## src/rtl/mips_itype_execute_unit_macros.svh

```systemverilog
// Assertion macros for the MIPS I-type execute unit.
`ifndef MIPS_ITYPE_EXECUTE_UNIT_MACROS_SVH
`define MIPS_ITYPE_EXECUTE_UNIT_MACROS_SVH
`ifndef ASSERT_OFF
`define MIEX_ASSERT_IMP(lbl, clk, rst, ante, cons, msg) \
   lbl: assert property (@(posedge clk) disable iff (rst) (ante) |-> (cons)) else $error(msg);
`define MIEX_ASSERT_NXT(lbl, clk, rst, ante, cons, msg) \
   lbl: assert property (@(posedge clk) disable iff (rst) (ante) |=> (cons)) else $error(msg);
`else
`define MIEX_ASSERT_IMP(lbl, clk, rst, ante, cons, msg)
`define MIEX_ASSERT_NXT(lbl, clk, rst, ante, cons, msg)
`endif
`endif

```

## src/rtl/miex_pkg.sv

```systemverilog
// Shared types and opcode constants for the MIPS I-type execute unit.
`default_nettype none
package miex_pkg;
   localparam int QDEPTH = 2;

   localparam logic [5:0] OPC_BEQ   = 6'h04;
   localparam logic [5:0] OPC_BNE   = 6'h05;
   localparam logic [5:0] OPC_ADDI  = 6'h08;
   localparam logic [5:0] OPC_ADDIU = 6'h09;
   localparam logic [5:0] OPC_SLTI  = 6'h0A;
   localparam logic [5:0] OPC_SLTIU = 6'h0B;
   localparam logic [5:0] OPC_ANDI  = 6'h0C;
   localparam logic [5:0] OPC_ORI   = 6'h0D;
   localparam logic [5:0] OPC_XORI  = 6'h0E;
   localparam logic [5:0] OPC_LUI   = 6'h0F;
   localparam logic [5:0] OPC_LB    = 6'h20;
   localparam logic [5:0] OPC_LH    = 6'h21;
   localparam logic [5:0] OPC_LW    = 6'h23;
   localparam logic [5:0] OPC_LBU   = 6'h24;
   localparam logic [5:0] OPC_LHU   = 6'h25;
   localparam logic [5:0] OPC_SB    = 6'h28;
   localparam logic [5:0] OPC_SH    = 6'h29;
   localparam logic [5:0] OPC_SW    = 6'h2B;

   typedef enum logic [4:0] {
      OP_ADD, OP_SLT, OP_SLTU, OP_AND, OP_OR, OP_XOR, OP_LUI, OP_BEQ, OP_BNE,
      OP_LB, OP_LBU, OP_LH, OP_LHU, OP_LW, OP_SB, OP_SH, OP_SW, OP_ILL
   } op_class_type;

   typedef struct packed {
      op_class_type op;
      logic         is_load;
      logic         is_store;
      logic         writes_reg;
      logic [4:0]   rs;
      logic [4:0]   rt;
      logic [15:0]  imm;
      logic [31:0]  pc;
   } uop_type;
endpackage
`default_nettype wire

```

## src/rtl/miex_front.sv

```systemverilog
// Front end: decodes an instruction beat into a classified micro-op.
`default_nettype none
module miex_front
   import miex_pkg::*;
(
   input  logic [31:0] req_instr_word,
   input  logic [31:0] req_current_pc,
   output uop_type     uop
);
   logic [5:0] opcode;

   assign opcode = req_instr_word[31:26];

   always_comb begin
      uop.rs = req_instr_word[25:21];
      uop.rt = req_instr_word[20:16];
      uop.imm = req_instr_word[15:0];
      uop.pc = req_current_pc;
      case (opcode)
         OPC_ADDI:  uop.op = OP_ADD;
         OPC_ADDIU: uop.op = OP_ADD;
         OPC_SLTI:  uop.op = OP_SLT;
         OPC_SLTIU: uop.op = OP_SLTU;
         OPC_ANDI:  uop.op = OP_AND;
         OPC_ORI:   uop.op = OP_OR;
         OPC_XORI:  uop.op = OP_XOR;
         OPC_LUI:   uop.op = OP_LUI;
         OPC_BEQ:   uop.op = OP_BEQ;
         OPC_BNE:   uop.op = OP_BNE;
         OPC_LB:    uop.op = OP_LB;
         OPC_LBU:   uop.op = OP_LBU;
         OPC_LH:    uop.op = OP_LH;
         OPC_LHU:   uop.op = OP_LHU;
         OPC_LW:    uop.op = OP_LW;
         OPC_SB:    uop.op = OP_SB;
         OPC_SH:    uop.op = OP_SH;
         OPC_SW:    uop.op = OP_SW;
         default:   uop.op = OP_ILL;
      endcase
      uop.is_load = (uop.op == OP_LB) || (uop.op == OP_LBU) || (uop.op == OP_LH) ||
                    (uop.op == OP_LHU) || (uop.op == OP_LW);
      uop.is_store = (uop.op == OP_SB) || (uop.op == OP_SH) || (uop.op == OP_SW);
      uop.writes_reg = !uop.is_store && (uop.op != OP_BEQ) && (uop.op != OP_BNE) &&
                       (uop.op != OP_ILL);
   end
endmodule
`default_nettype wire

```

## config.mk

```make
export PLATFORM = sky130hd
export DESIGN_NAME = miex_front
export DESIGN_NICKNAME = d
export VERILOG_FILES = /design/src/rtl/mips_itype_execute_unit_macros.svh /design/src/rtl/miex_pkg.sv /design/src/rtl/miex_front.sv
export SDC_FILE = /design/constraint.sdc
export NUM_CORES = 1
export LEC_CHECK = 0
export BUFFER_PORTS_ARGS = -buffer_cell sky130_fd_sc_hd__buf_2
export CAP_MARGIN = 0
export CORE_MARGIN = 2
export CORE_UTILIZATION = 31
export DETAILED_ROUTE_END_ITERATION = 8
export PLACE_DENSITY = 0.83
export SYNTH_ARGS = -nofsm -noshare
export SYNTH_HDL_FRONTEND = slang
export SYNTH_SLANG_ARGS = --single-unit
```

## constraint.sdc

```tcl
create_clock -name vclk -period 2
set_clock_uncertainty 0.2 [all_clocks]
set_input_delay 0.2 -clock vclk [all_inputs]
set_output_delay 0.2 -clock vclk [all_outputs]
set_load 0.02 [all_outputs]
```

# --- Word-level counts from Yosys, hierarchy flattened ---
# Memory sizes are Yosys's and may differ from the RTL's.
# Index checks and enable logic that the tools add are counted.
word_totals:
  output_inout_bits: 66
  mem_count: 1
  register_bits: 0
  rom_bits: 320
  word_cells: 22
classes:
  n_reduce_logical: 10
  eq_ne: 11
mem_list:
  columns: ["name", "words", "word_bits", "rd", "rd_ports_with_merged_regs", "write_ports", "line_no", "source"]
  rows:
  - ["(no name shown)", 64, 5, 1, 0, 0, "miex_front.sv:19", "case (opcode)"]
ops:
  columns: ["op", "n"]
  rows:
  - ["equality test 5 x 4 -> 1 bit, second input constant", 7]
  - ["logical OR 1 bit", 6]
  - ["equality test 5 bit, second input constant", 1]
  - ["inequality test 5 x 3 -> 1 bit, second input constant", 1]
  - ["inequality test 5 x 4 -> 1 bit, second input constant", 1]
  - ["inequality test 5 bit, second input constant", 1]
  - ["logical AND 1 bit", 3]
  - ["zero test 1 bit", 1]

# --- Logic depth before layout (Yosys ltp) ---
# An unclocked memory read counts as a cell.
logic_depth:
  ltp_word: 8
  depth_mapped: 7

# --- Worst setup path before layout ---
# OpenSTA, ideal clock, no wires.
synth_path:
  path_kind: "input to output"
  start: "input port req_instr_word[26]"
  end: "output port uop[58] in the netlist's numbering"
  stages: 7
  path_buffers: 0
  t_arrival_ns: 1.698
  path_slack_ns: -0.098
  cell_sequence: "inv_1 ha_1 nand2b_1 a311o_1 nand4_2 o21ai_1 a221oi_2"
synth_rtl:
  columns: ["element", "line_no", "source"]
  rows:
  - ["start, declared", "miex_front.sv:6", "input logic [31:0] req_instr_word,"]
  - ["end, declared", "miex_front.sv:8", "output uop_type uop"]

==> flow_summary.ini <==
[finish]
final_cell_mix = buf_4, buf_2
drive_gt1_frac = 0.6207
n_clock_buffer = 0
seq_cell_count = 0
diodes = 0
nets = 158
regArea_um2 = 0
area_growth_pct = -6.082
final_common_cell = buf_4

[synthesis]
yosysWarnings = 0
synth_area_um2 = 884.6
yosysUniqueCellTypes = 32
ys_seq_area_frac = 0
synthesis.instances = 114
synthTopCellsByArea = buf_4, ha_1, a211o_1
syn_area_per_cell_um2 = 7.760
yosysTopAreaCell = buf_4
syn-num-nets = 183
synth_top_cell_area_share = 0.5007

[worst_setup_path]
path_class = in -> out
critPathMaxFanout = 3
crit_path_start = req_instr_word[26]
end_kind = output port
critPathRequiredTime_ns = 1.60
critPathArrivalTime_ns = 1.72
start_kind = primary input
crit_end = uop[58]

[power_and_ir_drop]
p_leak_nw = 0.3734
peakVddDrop_uv = 83.59
p_total_uw = 183.6
p_per_area_mw_per_mm2 = 221.0

[outcome]
outcome = finished with violations
violations = setup timing

[hold_path]
whs_path_depth = 0
hp-class = in -> out

[route]
drc_errors = 0
avgViaCountPerCell = 4.864
drtIter0Drc = 6
drtPass1Iterations = 4
via_count = 574
drtAntennaViolNets = 0
wl_per_cell_um = 13.46
routed_wl_um = 1588

[placement]
hpwlAfterDp_um = 1216
port_buffers = 14
gp_congestion = 0.7740

[timing]
timing.hold.ws_ns = 0.2000
slew_headroom = 0.8391
max_clock_freq_mhz = 472.6
drv_slew = 0
min_period_over_period = 1.058
finalWorstSetupSlack_ns = -0.1159
rsz0062_at_grt = yes
setup_violations = 3
tightestPinTransition_ns = 0.2408
period_minus_slack_ns = 2.116
setup_tns_ns = -0.3193
hold_viol = 0

[cts]
cts_hold_buf = 0

[die]
rows = 19
die_x_um = 57.42
start_util = 0.3236
die_area_mm2 = 0.003297
io_pins = 130
coreArea_mm2 = 0.002734
die_y_um = 57.42

[global_routing]
antenna_found_initial = 0
overflow = 0
grt_pass1_wl_um = 2256
grt_start_max_net_pins = 12
track_usage = 0.08117
first_global_vias = 520

[run]
maxCapViolations = 0
-- where the power goes --
part	total (mW)	leakage, nW	internal [mW]	switching, mW
combinational	0.184	0.373	0.0942	0.0894
sequential	0	0	0	0
clock	0	0	0	0
total	0.184	0.373	0.0942	0.0894
-- per-layer routing --
metal / part of all wire / GRT usage / wire (um)
met1: 0.34 / 0.07891 / 544
met2: 0.51 / 0.1542 / 816
met3: 0.11 / 0.03175 / 174
met4: 0.033 / 0.02658 / 53
met5: 0 / 0 / 0
-- Yosys cell counts, types with 2 or more instances --
cell	n
a211o_1	3
a21o_1	2
a21oi_1	2
a21oi_2	2
and2b_1	3
buf_4	59
ha_1	5
inv_1	3
nand2_1	3
nand2b_1	4
nor2_1	4
nor2b_1	2
o21ai_1	2
or2b_1	2
-- worst min path at each step --
stage                             startpoint       to  slack (ns)
after floorplan            req_current_pc[0]   uop[0]        0.31
after global placement    req_current_pc[10]  uop[10]        0.20
after detailed placement  req_current_pc[10]  uop[10]        0.20
after CTS                 req_current_pc[10]  uop[10]        0.20
after global routing      req_current_pc[20]  uop[20]        0.20
final                     req_current_pc[21]  uop[21]        0.20
-- critical path, cell delays in order --
cell      delay, ns
buf_12         0.11
buf_4          0.14
ha_4           0.15
nand2b_1       0.10
a311o_1        0.24
a22o_1         0.23
o21ai_2        0.09
a221oi_2       0.27
buf_4          0.18
-- cell type report --
cell class,instances,area (um2)
inverter,3,36.28
fill,276,1903
timing repair buffer,33,264.0
tap,31,38.79
multi-input combinational,51,491.7
-- stage by stage --
stage	util	area [um2]	worst slack (ns)	cells
after global routing	0.3039	830.8	-0.2016	118
after CTS	0.2801	765.7	-0.1256	116
after detailed placement	0.2503	684.4	-0.2949	115
final	0.3039	830.8	-0.1159	118
after global placement	0.2503	684.4	-0.2754	115
after floorplan	-	909.6	-0.03675	114
-- kinds of logic (layout without fill, tap and decap cells) --
kind of cell / after synthesis / count (layout) / synth area share
AOI/OAI and AO/OA: 20 / 20 / 0.2093
adders and majority gates: 5 / 5 / 0.07072
buffers and inverters: 63 / 36 / 0.5262
and+or+nand+nor: 26 / 26 / 0.1938
-- repair_timing --
item / CTS / global route
endpoints found under the setup margin: 6 / 4
gates resized for setup: 19 / 11
setup buffers: 1 / 2
pin swaps: 12 / 6
Note: power is estimated with default switching activity, not from simulation.
