$ cat src/rtl/mips_itype_execute_unit_macros.svh
// Assertion macros for the MIPS I-type execute unit.
`ifndef MIPS_ITYPE_EXECUTE_UNIT_MACROS_SVH
`define MIPS_ITYPE_EXECUTE_UNIT_MACROS_SVH
`ifndef ASSERT_OFF
`define MIEX_ASSERT_IMP(lbl, clk, rst, ante, cons, msg) \
   lbl: assert property (@(posedge clk) disable iff (rst) (ante) |-> (cons)) else $error(msg);
`define MIEX_ASSERT_NXT(lbl, clk, rst, ante, cons, msg) \
   lbl: assert property (@(posedge clk) disable iff (rst) (ante) |=> (cons)) else $error(msg);
`else
`define MIEX_ASSERT_IMP(lbl, clk, rst, ante, cons, msg)
`define MIEX_ASSERT_NXT(lbl, clk, rst, ante, cons, msg)
`endif
`endif

$ cat src/rtl/miex_pkg.sv
// Shared types and opcode constants for the MIPS I-type execute unit.
`default_nettype none
package miex_pkg;
   localparam int QDEPTH = 2;

   localparam logic [5:0] OPC_BEQ   = 6'h04;
   localparam logic [5:0] OPC_BNE   = 6'h05;
   localparam logic [5:0] OPC_ADDI  = 6'h08;
   localparam logic [5:0] OPC_ADDIU = 6'h09;
   localparam logic [5:0] OPC_SLTI  = 6'h0A;
   localparam logic [5:0] OPC_SLTIU = 6'h0B;
   localparam logic [5:0] OPC_ANDI  = 6'h0C;
   localparam logic [5:0] OPC_ORI   = 6'h0D;
   localparam logic [5:0] OPC_XORI  = 6'h0E;
   localparam logic [5:0] OPC_LUI   = 6'h0F;
   localparam logic [5:0] OPC_LB    = 6'h20;
   localparam logic [5:0] OPC_LH    = 6'h21;
   localparam logic [5:0] OPC_LW    = 6'h23;
   localparam logic [5:0] OPC_LBU   = 6'h24;
   localparam logic [5:0] OPC_LHU   = 6'h25;
   localparam logic [5:0] OPC_SB    = 6'h28;
   localparam logic [5:0] OPC_SH    = 6'h29;
   localparam logic [5:0] OPC_SW    = 6'h2B;

   typedef enum logic [4:0] {
      OP_ADD, OP_SLT, OP_SLTU, OP_AND, OP_OR, OP_XOR, OP_LUI, OP_BEQ, OP_BNE,
      OP_LB, OP_LBU, OP_LH, OP_LHU, OP_LW, OP_SB, OP_SH, OP_SW, OP_ILL
   } op_class_type;

   typedef struct packed {
      op_class_type op;
      logic         is_load;
      logic         is_store;
      logic         writes_reg;
      logic [4:0]   rs;
      logic [4:0]   rt;
      logic [15:0]  imm;
      logic [31:0]  pc;
   } uop_type;
endpackage
`default_nettype wire

$ cat src/rtl/miex_queue.sv
// Short FIFO of decoded micro-ops between the front end and the back end.
`default_nettype none
module miex_queue
   import miex_pkg::*;
(
   input  logic    clock,
   input  logic    reset,
   input  logic    push,
   input  uop_type push_uop,
   output logic    full,
   input  logic    pop,
   output uop_type head_uop,
   output logic    empty
);
   localparam int QPW = $clog2(QDEPTH);

   uop_type          q_ff [QDEPTH];
   logic [QPW-1:0]   wr_ptr_ff, wr_ptr_in;
   logic [QPW-1:0]   rd_ptr_ff, rd_ptr_in;
   logic [QPW:0]     count_ff, count_in;

   assign full = (count_ff == (QPW+1)'(QDEPTH));
   assign empty = (count_ff == '0);
   assign head_uop = q_ff[rd_ptr_ff];

   always_comb begin
      wr_ptr_in = push ? wr_ptr_ff + QPW'(1) : wr_ptr_ff;
      rd_ptr_in = pop ? rd_ptr_ff + QPW'(1) : rd_ptr_ff;
      count_in = count_ff + (QPW+1)'(push) - (QPW+1)'(pop);
   end

   always_ff @(posedge clock) begin
      if (reset) begin
         wr_ptr_ff <= '0;
         rd_ptr_ff <= '0;
         count_ff <= '0;
      end else begin
         wr_ptr_ff <= wr_ptr_in;
         rd_ptr_ff <= rd_ptr_in;
         count_ff <= count_in;
      end
   end

   always_ff @(posedge clock) begin
      if (push) begin
         q_ff[wr_ptr_ff] <= push_uop;
      end
   end
endmodule
`default_nettype wire

$ cat config.mk
export PLATFORM = sky130hd
export DESIGN_NAME = miex_queue
export DESIGN_NICKNAME = d
export VERILOG_FILES = /design/src/rtl/mips_itype_execute_unit_macros.svh /design/src/rtl/miex_pkg.sv /design/src/rtl/miex_queue.sv
export SDC_FILE = /design/constraint.sdc
export NUM_CORES = 1
export LEC_CHECK = 0
export BUFFER_PORTS_ARGS = -buffer_cell sky130_fd_sc_hd__buf_4
export CORE_ASPECT_RATIO = 1.25
export CORE_MARGIN = 3
export CORE_UTILIZATION = 44
export CTS_CLUSTER_DIAMETER = 120
export CTS_CLUSTER_SIZE = 24
export DETAILED_ROUTE_END_ITERATION = 7
export PLACE_DENSITY = 0.75
export SETUP_SLACK_MARGIN = 0.05
export SKIP_CTS_REPAIR_TIMING = 1
export SLEW_MARGIN = 20
export SYNTH_ARGS = -nofsm -noshare
export SYNTH_HDL_FRONTEND = slang
export SYNTH_SLANG_ARGS = --single-unit
$ cat constraint.sdc
create_clock -name clock -period 3.98 [get_ports clock]
set_input_delay 0.199 -clock clock [delete_from_list [all_inputs] [get_ports clock]]
set_output_delay 0.199 -clock clock [all_outputs]
set_load 0.03 [all_outputs]
# Yosys cells after proc, flatten, opt, wreduce, memory -nomap -nowiden
# Memories as Yosys holds them, arrays and structs flattened. A register that Yosys moved wholly into a read port is not among the register bits.
# Cells that the tools add are included.
# op_classes
addsub	4
n_mul	0
div_mod_pow	0
magnitude_cmp	0
eq_ne	1
shifts	0
n_mux	4
n_bitwise	0
reduce_logical	1
# ops
cell	n
$mux W1	4
$add A1 B1 Y1 const B	2
$add A2 B1 Y2	1
$eq A2 B2 Y1 const B	1
$logic_not A2 Y1	1
$sub A2 B1 Y2	1
# word_totals
register_bits	4
latch_bits	0
ramBits	132
rom_bits	0
input_bits	70
word_cells	14
mem_count	1
# mem_list
memory	words	word_bits	rd	rd_ports_with_merged_regs	write_ports	line_no	source
q_ff	2	66	1	1	1	miex_queue.sv:17	uop_type q_ff [QDEPTH];

# Depth between registers and ports, before layout
# Gate-level depths: netlist (run 1).
# depth
depth_word	3
mapped_depth	6
mapped_depth_nobuf	6

# Worst setup path after synthesis (run 1)
# No wires, ideal clock.
# synth_timing
kind	reg-to-reg
from	register wr_ptr_ff
to	memory q_ff[0][0] (netlist name), enable pin
arrival_time_ns	3.261
setup_slack_ns	0.221
stages_incl_launch_ff	2
n_path_buf	0
synth_period_minus_slack_ns	3.759
path_cell_list	dfxtp_1 -> nor2b_1
# synth_lines
element	line_no	source
start: declaration	miex_queue.sv:18	logic [QPW-1:0] wr_ptr_ff, wr_ptr_in;
start signal: assignment	miex_queue.sv:38	wr_ptr_ff <= wr_ptr_in;
end: declaration	miex_queue.sv:17	
# No word-level cell before the write port.

==> metrics.md, run 1 <==
| Metric | Value |
|---|---|
| Layout cell share with drive strength beyond 1 | about 52% |
| Hold Vio Cnt, Final | 0 |
| Htree depth | 4 |
| Syn nets | 298 |
| Max Slew Vio Count | 0 |
| CTS tree | yes |
| Worst-margin pin slew | 932 ps |
| Vias in the first global route | about 2700 |
| Ports | about 140 |
| Nets@finish | just over 500 |
| Sequential Power Share | 46.0% |
| Worst hold slack | between 90 and 100 ps |
| Fin crit period | between 2000 and 2500 ps |
| CP Cell Sequence | buf_16, mux2_2, buf_4 |
| First DRT Iteration DRCs | 83 |
| Skew final | 2.78 ps |
| Port bufs | 137 |
| CP Launch Type | flop |
| Via density | 4.69 |
| Final Util | between 60 and 70% |
| Clock Path Buffers | 2 |
| Syn avg cell area | 22.7 sq um |
| Synth Instances | 226 |
| Final GP Congestion | 0.658 |
| All-Layer GR Usage | between 10% and 20% |
| PwrDens | 497 mW/mm^2 |
| WS Path Type | reg2out |
| Ant diodes | 0 |
| Most frequent cells in the layout | buf_4 (137), edfxtp_1 (132), dlygate4sd3_1 (67) |
| Register area share after synthesis | between 70% and 80% |
| Dominant cells by area after synthesis | edfxtp_1 (77%), mux2_4 (12%), mux2_2 (5.7%), dfxtp_1 (1.9%), buf_6 (1.1%) |
| CTS root buf | clkbuf_16 |
| Power Total | 3.75 mW |
| Synth area leader | edfxtp_1 |
| Antenna Nets Post-Route | 0 |
| Inserted Clock Buffers | 17 |
| Die area | around 0.013 sq mm |
| Critical path's slowest cell | dfxtp_4 |
| Hold Path Stages | 3 |
| CTS Sinks | between 100 and 150 |
| Yosys Warn Count | 0 |
| Commonest non-fill, non-tap cell in the layout | buf_4 |
| R2R depth | 2 |
| Worst EP required | ~3800 ps |
| Largest net degree at the start of global routing | 67 |
| Die W | 103 um |
| Net switching power figure | 0.909 mW |
| CP arrival | between 1500 and 2000 ps |
| Max incr delay on CP | approximately 670 ps |
| Total grt overflow | 0 |
| Core Region | approximately 0.011 sq mm |
| Post-synthesis register bit count | between 100 and 150 |
| Clock insertion delay at the later pin of the skew report | ~400 ps |
| Internal | around 2.8 mW |
| Fmax | 0.464 GHz |
| Max_cap viols | 0 |
| Final setup vio count | 0 |
| HPWL after DPL | approximately 5600 um |
| CP endpoint kind | primary output |
| Crit share post-route | 54.1% |
| Initial antenna violation count | 0 |
| Reg clk slew, reported paths | 50 ps |
| Synthesized area | 0.00514 sq mm |
| First-pass detailed-route iteration total | 4 |
| Die H | around 130 um |
| Clock power share | 37.3% |
| Slew headroom | roughly 38% |
| Setup TNS | 0 ps |
| Max FO, Critical Path | a little over 40 |
| Residual DRC | 0 |
| Status | finished clean |
| Setup WS pre-CTS | around 2000 ps |
| Lkg Pwr | 2.96 nW |
| Worst hold path class | in2reg |
| Post-DR wirelength/cell | around 16 um |
| Final WL | about 9700 um |
| Sw frac | 24.2% |
| Layout area overhead | 46.7% |
| Share of the synthesized area in the top cell type | between 70% and 80% |
| Initial Util | 45.7% |
| Combinational share of power | approximately 17% |
| Unique masters post-synth | 13 |
| Detailed-route via count | ~2800 |
| First-pass GRT wire length | about 13000 um |
| Setup slack after layout | 1820 ps |
| Row cnt | 43 |
| VDD IR max | slightly above 300 uV |
| RSZ-0062 raised after global routing | false |
## cell usage after synthesis, drive strengths merged
| cell | instances |
|---|---|
| buf | 7 |
| xnor3 | 1 |
| xnor2 | 2 |
| mux2 | 66 |
| nor2 | 5 |
| edfxtp | 132 |
| nor2b | 3 |
| inv | 2 |
| and2 | 1 |
| dfxtp | 5 |
| ha | 2 |
## sequential cells by signal, summed over array words and instances, names as in the netlist, named ones only
name	flops
wr_ptr_ff	1
rd_ptr_ff	1
count_ff	2
q_ff	132
## metrics by stage
| step | instances | cell area, sq um |
|---|---|---|
| after floorplan | 226 | 5140 |
| after detailed placement | 492 | 6300 |
| after global routing | 592 | 7540 |
| after CTS | 524 | 6840 |
| after global placement | 492 | 6300 |
| final | 592 | 7540 |
## critical path, delay by kind of cell (launching register included)
kind     cells  cell delay, ps
buf+inv      2             470
flops        1             670
mux          1             380
## area by class of cell
| class | count | area [sq um] |
|---|---|---|
| fill | 742 | 3700 |
| sequential | 137 | 4070 |
| timing repair buffer | 206 | 1750 |
| tap | 135 | 169 |
| multi-input combinational | 80 | 1010 |
| clock buffer | 18 | 429 |
| inverter | 2 | 7.51 |
| clock inverter | 14 | 109 |
## path summary, 6_finish.rpt
| check | endpoint | slack, ps | start |
|---|---|---|---|
| max reg2reg | q_ff[0][1]$_DFFE_PP_ | 2240 | wr_ptr_ff$_SDFFE_PP0P_ |
| min | flop | 90 | pop |
| max | head_uop[4] | 1820 | flop |
| min reg2reg | flop | 520 | rd_ptr_ff$_SDFFE_PP0P_ |
## power groups by stage
stage	clock network [mW]	logic, mW	registers, mW
after CTS	1.43	0.557	1.74
final	1.40	0.627	1.72
after global placement	0	0.547	1.77
after global routing	1.50	0.665	1.73
after floorplan	0	0.374	1.74
after detailed placement	0	0.554	1.77
## routing by layer
metal  routed length [um]  up-vias  global-route usage (%)  part of all wire (%)
li1                     -     1325                       -                     -
met1                 3820     1348                    14.6                    39
met2                 5360       94                    23.8                    55
met3                  491        7                    6.11                   5.0
met4                   65        0                    4.86                  0.67
met5                    0        -                       0                     0
## cells by family after synthesis
family                   after synthesis  synth area share, %
AND/OR/NAND/NOR                        9                0.852
XOR/XNOR                               3                0.779
buffers and inverters                  9                 1.44
flip-flops                           137                 79.1
adder cells (fa/ha/maj)                2                0.487
multiplexers                          66                 17.4
Power figures use the tool's default switching activity.
==> inputs of run 2 (changes only) <==
--- a/config.mk
+++ b/config.mk
@@ -12,7 +12,7 @@
 export CTS_CLUSTER_DIAMETER = 120
 export CTS_CLUSTER_SIZE = 24
 export DETAILED_ROUTE_END_ITERATION = 7
-export PLACE_DENSITY = 0.75
+export PLACE_DENSITY = 0.73
 export SETUP_SLACK_MARGIN = 0.05
 export SKIP_CTS_REPAIR_TIMING = 1
 export SLEW_MARGIN = 20
==> constraint.sdc (replaced) <==
create_clock -name clock -period 2 [get_ports clock]
set_input_delay 0.1 -clock clock [delete_from_list [all_inputs] [get_ports clock]]
set_output_delay 0.1 -clock clock [all_outputs]
set_load 0.03 [all_outputs]
==> metrics.md, run 2 (same netlist as run 1, synthesis figures left out) <==
| Metric | Value |
|---|---|
| Commonest non-fill, non-tap cell in the layout | buf_4 |
| Final WL | a little under 10000 um |
| Worst-margin pin slew | about 390 ps |
| Clock power share | 38.9% |
| Clock Path Buffers | 2 |
| First DRT Iteration DRCs | 74 |
| Layout fillers | between 700 and 800 |
| Flop2flop setup slack | 700 ps |
| CP Launch Type | flop |
| Inserted Clock Buffers | 17 |
| Fmax | a little under 0.6 GHz |
| Max Slew Vio Count | 0 |
| Htree depth | 4 |
| Reg clk slew, reported paths | around 50 ps |
| Initial antenna violation count | 0 |
| Total grt overflow | 0 |
| Die area | between 0.01 and 0.015 sq mm |
| Final Util | between 60% and 70% |
| Initial Util | 45.7% |
| Clock insertion delay at the later pin of the skew report | 400 ps |
| Core Region | 0.0112 sq mm |
| Hold Vio Cnt, Final | 2 |
| Max_cap viols | 0 |
| CP Cell Sequence | buf_12, mux2_2, buf_4 |
| Worst hold slack | -0.631 ps |
| CP arrival | 1590 ps |
| R2R depth | 2 |
| Residual DRC | 0 |
| Skew final | 4.79 ps |
| Port bufs | 137 |
| WS Path Type | reg2out |
| Ant diodes | 0 |
| RSZ-0062 raised after global routing | false |
| WP buf/inv | 2 |
| Crit share post-route | a little over four fifths |
| Reg2reg end | q_ff[1][21]$_DFFE_PP_ |
| Largest reg by FF count | q_ff |
| Sequential Power Share | ~44% |
| Worst hold path class | in2reg |
| Worst EP required | ~1900 ps |
| Max FO, Critical Path | 35 |
| Crit path depth | 3 |
| Worst r2r src | wr_ptr_ff$_SDFFE_PP0P_ |
| Antenna Nets Post-Route | 0 |
| First-pass GRT wire length | roughly 13000 um |
| Lkg Pwr | approximately 3.0 nW |
| Ports | 138 |
| Largest net degree at the start of global routing | 67 |
| Max incr delay on CP | roughly 370 ps |
| Post-DR wirelength/cell | about 16 um |
| Max reg flops | 132 |
| Final GP Congestion | approximately 0.65 |
| Internal | 5.90 mW |
| Family with the most delay on the worst path | buffers and inverters |
| Critical path's slowest cell | dfxtp_4 |
| First-pass detailed-route iteration total | 4 |
| Layout cell share with drive strength beyond 1 | 51.9% |
| CTS tree | yes |
| Detailed-route via count | 2779 |
| PwrDens | 1010 mW/mm^2 |
| Via density | between 4 and 5 |
| Sw frac | 23.0% |
| Row cnt | between 40 and 50 |
| VDD IR max | 614 uV |
| CTS Sinks | 137 |
| Combinational share of power | between 10% and 20% |
| Die H | 127 um |
| Largest registers | q_ff (132), count_ff (2) |
| Net switching power figure | ~1.8 mW |
| CTS root buf | clkbuf_16 |
| Layout area overhead | 48.1% |
| CP endpoint kind | primary output |
| Die W | slightly above 100 um |
| Violated checks | negative hold slack |
| Power Total | approximately 7.7 mW |
| Final setup vio count | 0 |
| Vias in the first global route | 2675 |
| Slew headroom | roughly three quarters |
| Most frequent cells in the layout | buf_4 (137), edfxtp_1 (132), dlygate4sd3_1 (67) |
| HPWL after DPL | approximately 5600 um |
| Nets@finish | between 500 and 600 |
| Worst Setup EP | head_uop[65] |
| All-Layer GR Usage | between 10% and 20% |
| Fin crit period | approximately 1700 ps |
| Status | finished, violations left |
| Setup TNS | 0 ps |
[run 2: changes by cell type in the layout (fill, tap and decap cells not counted)]
cell,previous run,this run
clkbuf_1,1,4
buf_12,1,4
clkinvlp_4,5,2
clkinv_1,2,0
clkinv_4,1,0
clkbuf_8,0,3
bufinv_16,1,2
buf_16,1,0
clkinv_2,5,4
[run 2: layout make-up]
| type | instances | area [sq um] | area share [%] |
|---|---|---|---|
| clock buffers | 24 | 482 | 6.33 |
| multi-input cells | 80 | 1010 | 13.3 |
| inverters | 2 | 7.51 | 0.0986 |
| flip-flops and latches | 137 | 4070 | 53.4 |
| clock inverters | 8 | 95.1 | 1.25 |
| well taps | 135 | 169 | 2.22 |
| repair buffers | 208 | 1780 | 23.4 |
[run 2: worst min-delay path by stage]
stage | start | to | depth (start not counted)
finish | pop | flop | 3
global placement | push_uop[4] | q_ff[1][4]$_DFFE_PP_ | 1
detailed placement | push_uop[5] | q_ff[1][5]$_DFFE_PP_ | 1
floorplan | reset | count_ff[0]$_SDFF_PP0_ | 1
global route | push | wr_ptr_ff$_SDFFE_PP0P_ | 3
CTS | push_uop[16] | q_ff[0][16]$_DFFE_PP_ | 1
[run 2: power by group through the flow]
stage	sequential, mW	clock (mW)	combinational [mW]
2_1_floorplan	3.45	0	0.747
6_report	3.40	2.98	1.28
5_1_grt	3.42	3.18	1.36
3_5_place_dp	3.46	0	1.19
3_3_place_gp	3.45	0	1.17
4_1_cts	3.40	3.05	1.19
[run 2: through the flow]
stage / cell area (sq um) / instances / setup WS [ps] / hold WS (ps)
6_report: 7610 / 594 / 307 / -0.631
4_1_cts: 6940 / 527 / 272 / -143
3_5_place_dp: 6360 / 495 / 707 / 287
2_1_floorplan: 5150 / 226 / 254 / 172
3_3_place_gp: 6360 / 495 / 728 / 285
5_1_grt: 7610 / 594 / 248 / 6.22
[run 2: per-layer routing]
layer | part of all wire (%) | up-vias | global-route usage, %
li1 | - | 1328 | -
met1 | 39 | 1342 | 14.9
met2 | 53 | 100 | 23.3
met3 | 6.5 | 9 | 5.45
met4 | 1.0 | 0 | 5.41
met5 | 0 | - | 0
[run 2: worst reg2reg max path, delay by kind of cell (launching register included)]
| family | cells | cell delay, ps |
|---|---|---|
| simple gates | 1 | 190 |
| buf+inv | 1 | 320 |
| flops | 1 | 410 |
==> inputs of run 3 (changes only) <==
==> constraint.sdc (replaced) <==
create_clock -name clock -period 1.7 [get_ports clock]
set_input_delay 0.085 -clock clock [delete_from_list [all_inputs] [get_ports clock]]
set_output_delay 0.085 -clock clock [all_outputs]
set_load 0.03 [all_outputs]
==> metrics.md, run 3 (same netlist as run 1, synthesis figures left out) <==
| Metric | Value |
|---|---|
| CP Launch Type | flop |
| Sequential Power Share | 43.3% |
| Reg clk slew, reported paths | 60 ps |
| Vias in the first global route | about 2800 |
| Port bufs | around 140 |
| Layout cell share with drive strength beyond 1 | 53.4% |
| WS Path Type | reg2out |
| Clock insertion delay at the later pin of the skew report | roughly 400 ps |
| WP buf/inv | 3 |
| First-pass detailed-route iteration total | 6 |
| Slew headroom | 73.3% |
| Die W | 103 um |
| Critical path's slowest cell | dfxtp_4 |
| Sw frac | 23.4% |
| Layout area overhead | 54.6% |
| Status | finished clean |
| First-pass GRT wire length | around 14000 um |
| VDD IR max | 979 uV |
| Post-DR wirelength/cell | around 17 um |
| Hold Vio Cnt, Final | 0 |
| Max FO, Critical Path | 6 |
| Family with the most delay on the worst path | buffers and inverters |
| Fin crit period | approximately 1700 ps |
| Worst-margin pin slew | 401 ps |
| Die area | around 0.013 sq mm |
| Combinational share of power | 18.2% |
| Setup slack after layout | around 48 ps |
| Max_cap viols | 0 |
| Net switching power figure | 2.16 mW |
| Clock Path Buffers | 2 |
| RSZ-0062 raised after global routing | true |
| CP arrival | 1570 ps |
| Layout Cells excl Fill | slightly above 600 |
| Row cnt | between 40 and 50 |
| Inserted Clock Buffers | 17 |
| CP endpoint kind | primary output |
| Ports | roughly 140 |
| Largest reg by FF count | q_ff |
| Internal | approximately 7.1 mW |
| Skew final | ~12 ps |
| CTS Sinks | 137 |
| Max incr delay on CP | around 400 ps |
| PwrDens | 1160 mW/mm^2 |
| Htree depth | 4 |
| Lkg Pwr | between 3 and 4 nW |
| Ant diodes | 0 |
| CP dominant cell by count | buf_12 |
| HPWL after DPL | between 6000 and 7000 um |
| Worst hold slack | between 80 and 90 ps |
| Detailed-route via count | 2898 |
| First DRT Iteration DRCs | 70 |
| Initial antenna violation count | 0 |
| Layout fillers | a little over 700 |
| Fmax | ~0.61 GHz |
| Commonest non-fill, non-tap cell in the layout | edfxtp_1 |
| Clock power share | between 30% and 40% |
| CTS tree | yes |
| Total grt overflow | 0 |
| Crit share post-route | 97.2% |
| Final GP Congestion | 0.675 |
| Largest registers | q_ff (132), count_ff (2) |
| Residual DRC | 0 |
| Max Slew Vio Count | 0 |
| Nets@finish | 534 |
| Worst EP required | approximately 1600 ps |
| Final WL | around 11000 um |
| Initial Util | 45.7% |
| Core Region | between 0.01 and 0.015 sq mm |
| Max reg flops | roughly 130 |
| Setup WS pre-CTS | between 300 and 400 ps |
| Largest net degree at the start of global routing | 39 |
| Cells after DPL | 499 |
| Most frequent cells in the layout | edfxtp_1 (132), buf_4 (116), dlygate4sd3_1 (69) |
| Antenna Nets Post-Route | 0 |
| Final Util | a little over two thirds |
| All-Layer GR Usage | between 10% and 20% |
| Final setup vio count | 0 |
| Worst hold path class | in2reg |
| Die H | between 100 and 150 um |
| Via density | 4.76 |
| CP Cell Sequence | buf_12, buf_12, mux2_2, buf_6 |
| CTS root buf | clkbuf_16 |
[run 3: cell types whose count changed in the layout (fill, tap and decap cells not counted), moves of 2 or more]
cell and change:
buf_12 +5, buf_4 -21, buf_6 +28, clkbuf_1 -3, clkbuf_16 +2, clkbuf_8 -3, clkinv_1 +2, clkinv_2 -2
clkinv_4 +2, clkinvlp_4 +2, dlygate4sd3_1 +2
[run 3: layout make-up]
| type | instances | area, sq um | area share [%] |
|---|---|---|---|
| Inverter | 2 | 7.51 | 0.0944 |
| Sequential cell | 137 | 4070 | 51.2 |
| Clock buffer | 18 | 429 | 5.40 |
| Timing Repair Buffer | 224 | 2110 | 26.5 |
| Clock inverter | 13 | 155 | 1.95 |
| Tap cell | 135 | 169 | 2.12 |
| Multi-Input combinational cell | 80 | 1010 | 12.7 |
[run 3: path summary, 6_finish.rpt]
kind,slack (ps),startpoint,endpoint,cells after the start
worst min register to register,520,rd_ptr_ff$_SDFFE_PP0P_,rd_ptr_ff$_SDFFE_PP0P_,2
worst max register to register,470,wr_ptr_ff$_SDFFE_PP0P_,q_ff[0][41]$_DFFE_PP_,2
worst min-delay path,80,push,count_ff[0]$_SDFF_PP0_,3
worst max-delay path,50,flop,head_uop[54],4
[run 3: metal layers]
metal / wire (um) / GRT usage (%) / vias up
met5: 0 / 0 / -
met3: 596 / 5.78 / 13
met1: 3960 / 15.1 / 1422
met2: 5930 / 25.7 / 102
li1: - / - / 1361
met4: 117 / 4.63 / 0
[run 3: worst register-to-register path, stage by stage (launching register included)]
cell and delay, ps:
dfxtp_2 340, nor2b_4 140, buf_4 380
[run 3: power groups by stage]
stage	clock network (mW)	registers, mW	logic [mW]
after global placement	0	4.07	1.38
after CTS	3.63	4.01	1.41
after floorplan	0	4.06	0.879
final	3.56	4.01	1.69
after global routing	3.79	4.02	1.78
after detailed placement	0	4.08	1.41
[run 3: stage by stage]
| step | power (mW) | cell area [sq um] | setup TNS [ps] |
|---|---|---|---|
| after floorplan | 4.94 | 5150 | -2030 |
| after global placement | 5.45 | 6410 | 0 |
| after detailed placement | 5.49 | 6410 | 0 |
| after CTS | 9.06 | 6990 | -1030 |
| after global routing | 9.59 | 7950 | -6.56 |
| final | 9.26 | 7950 | 0 |
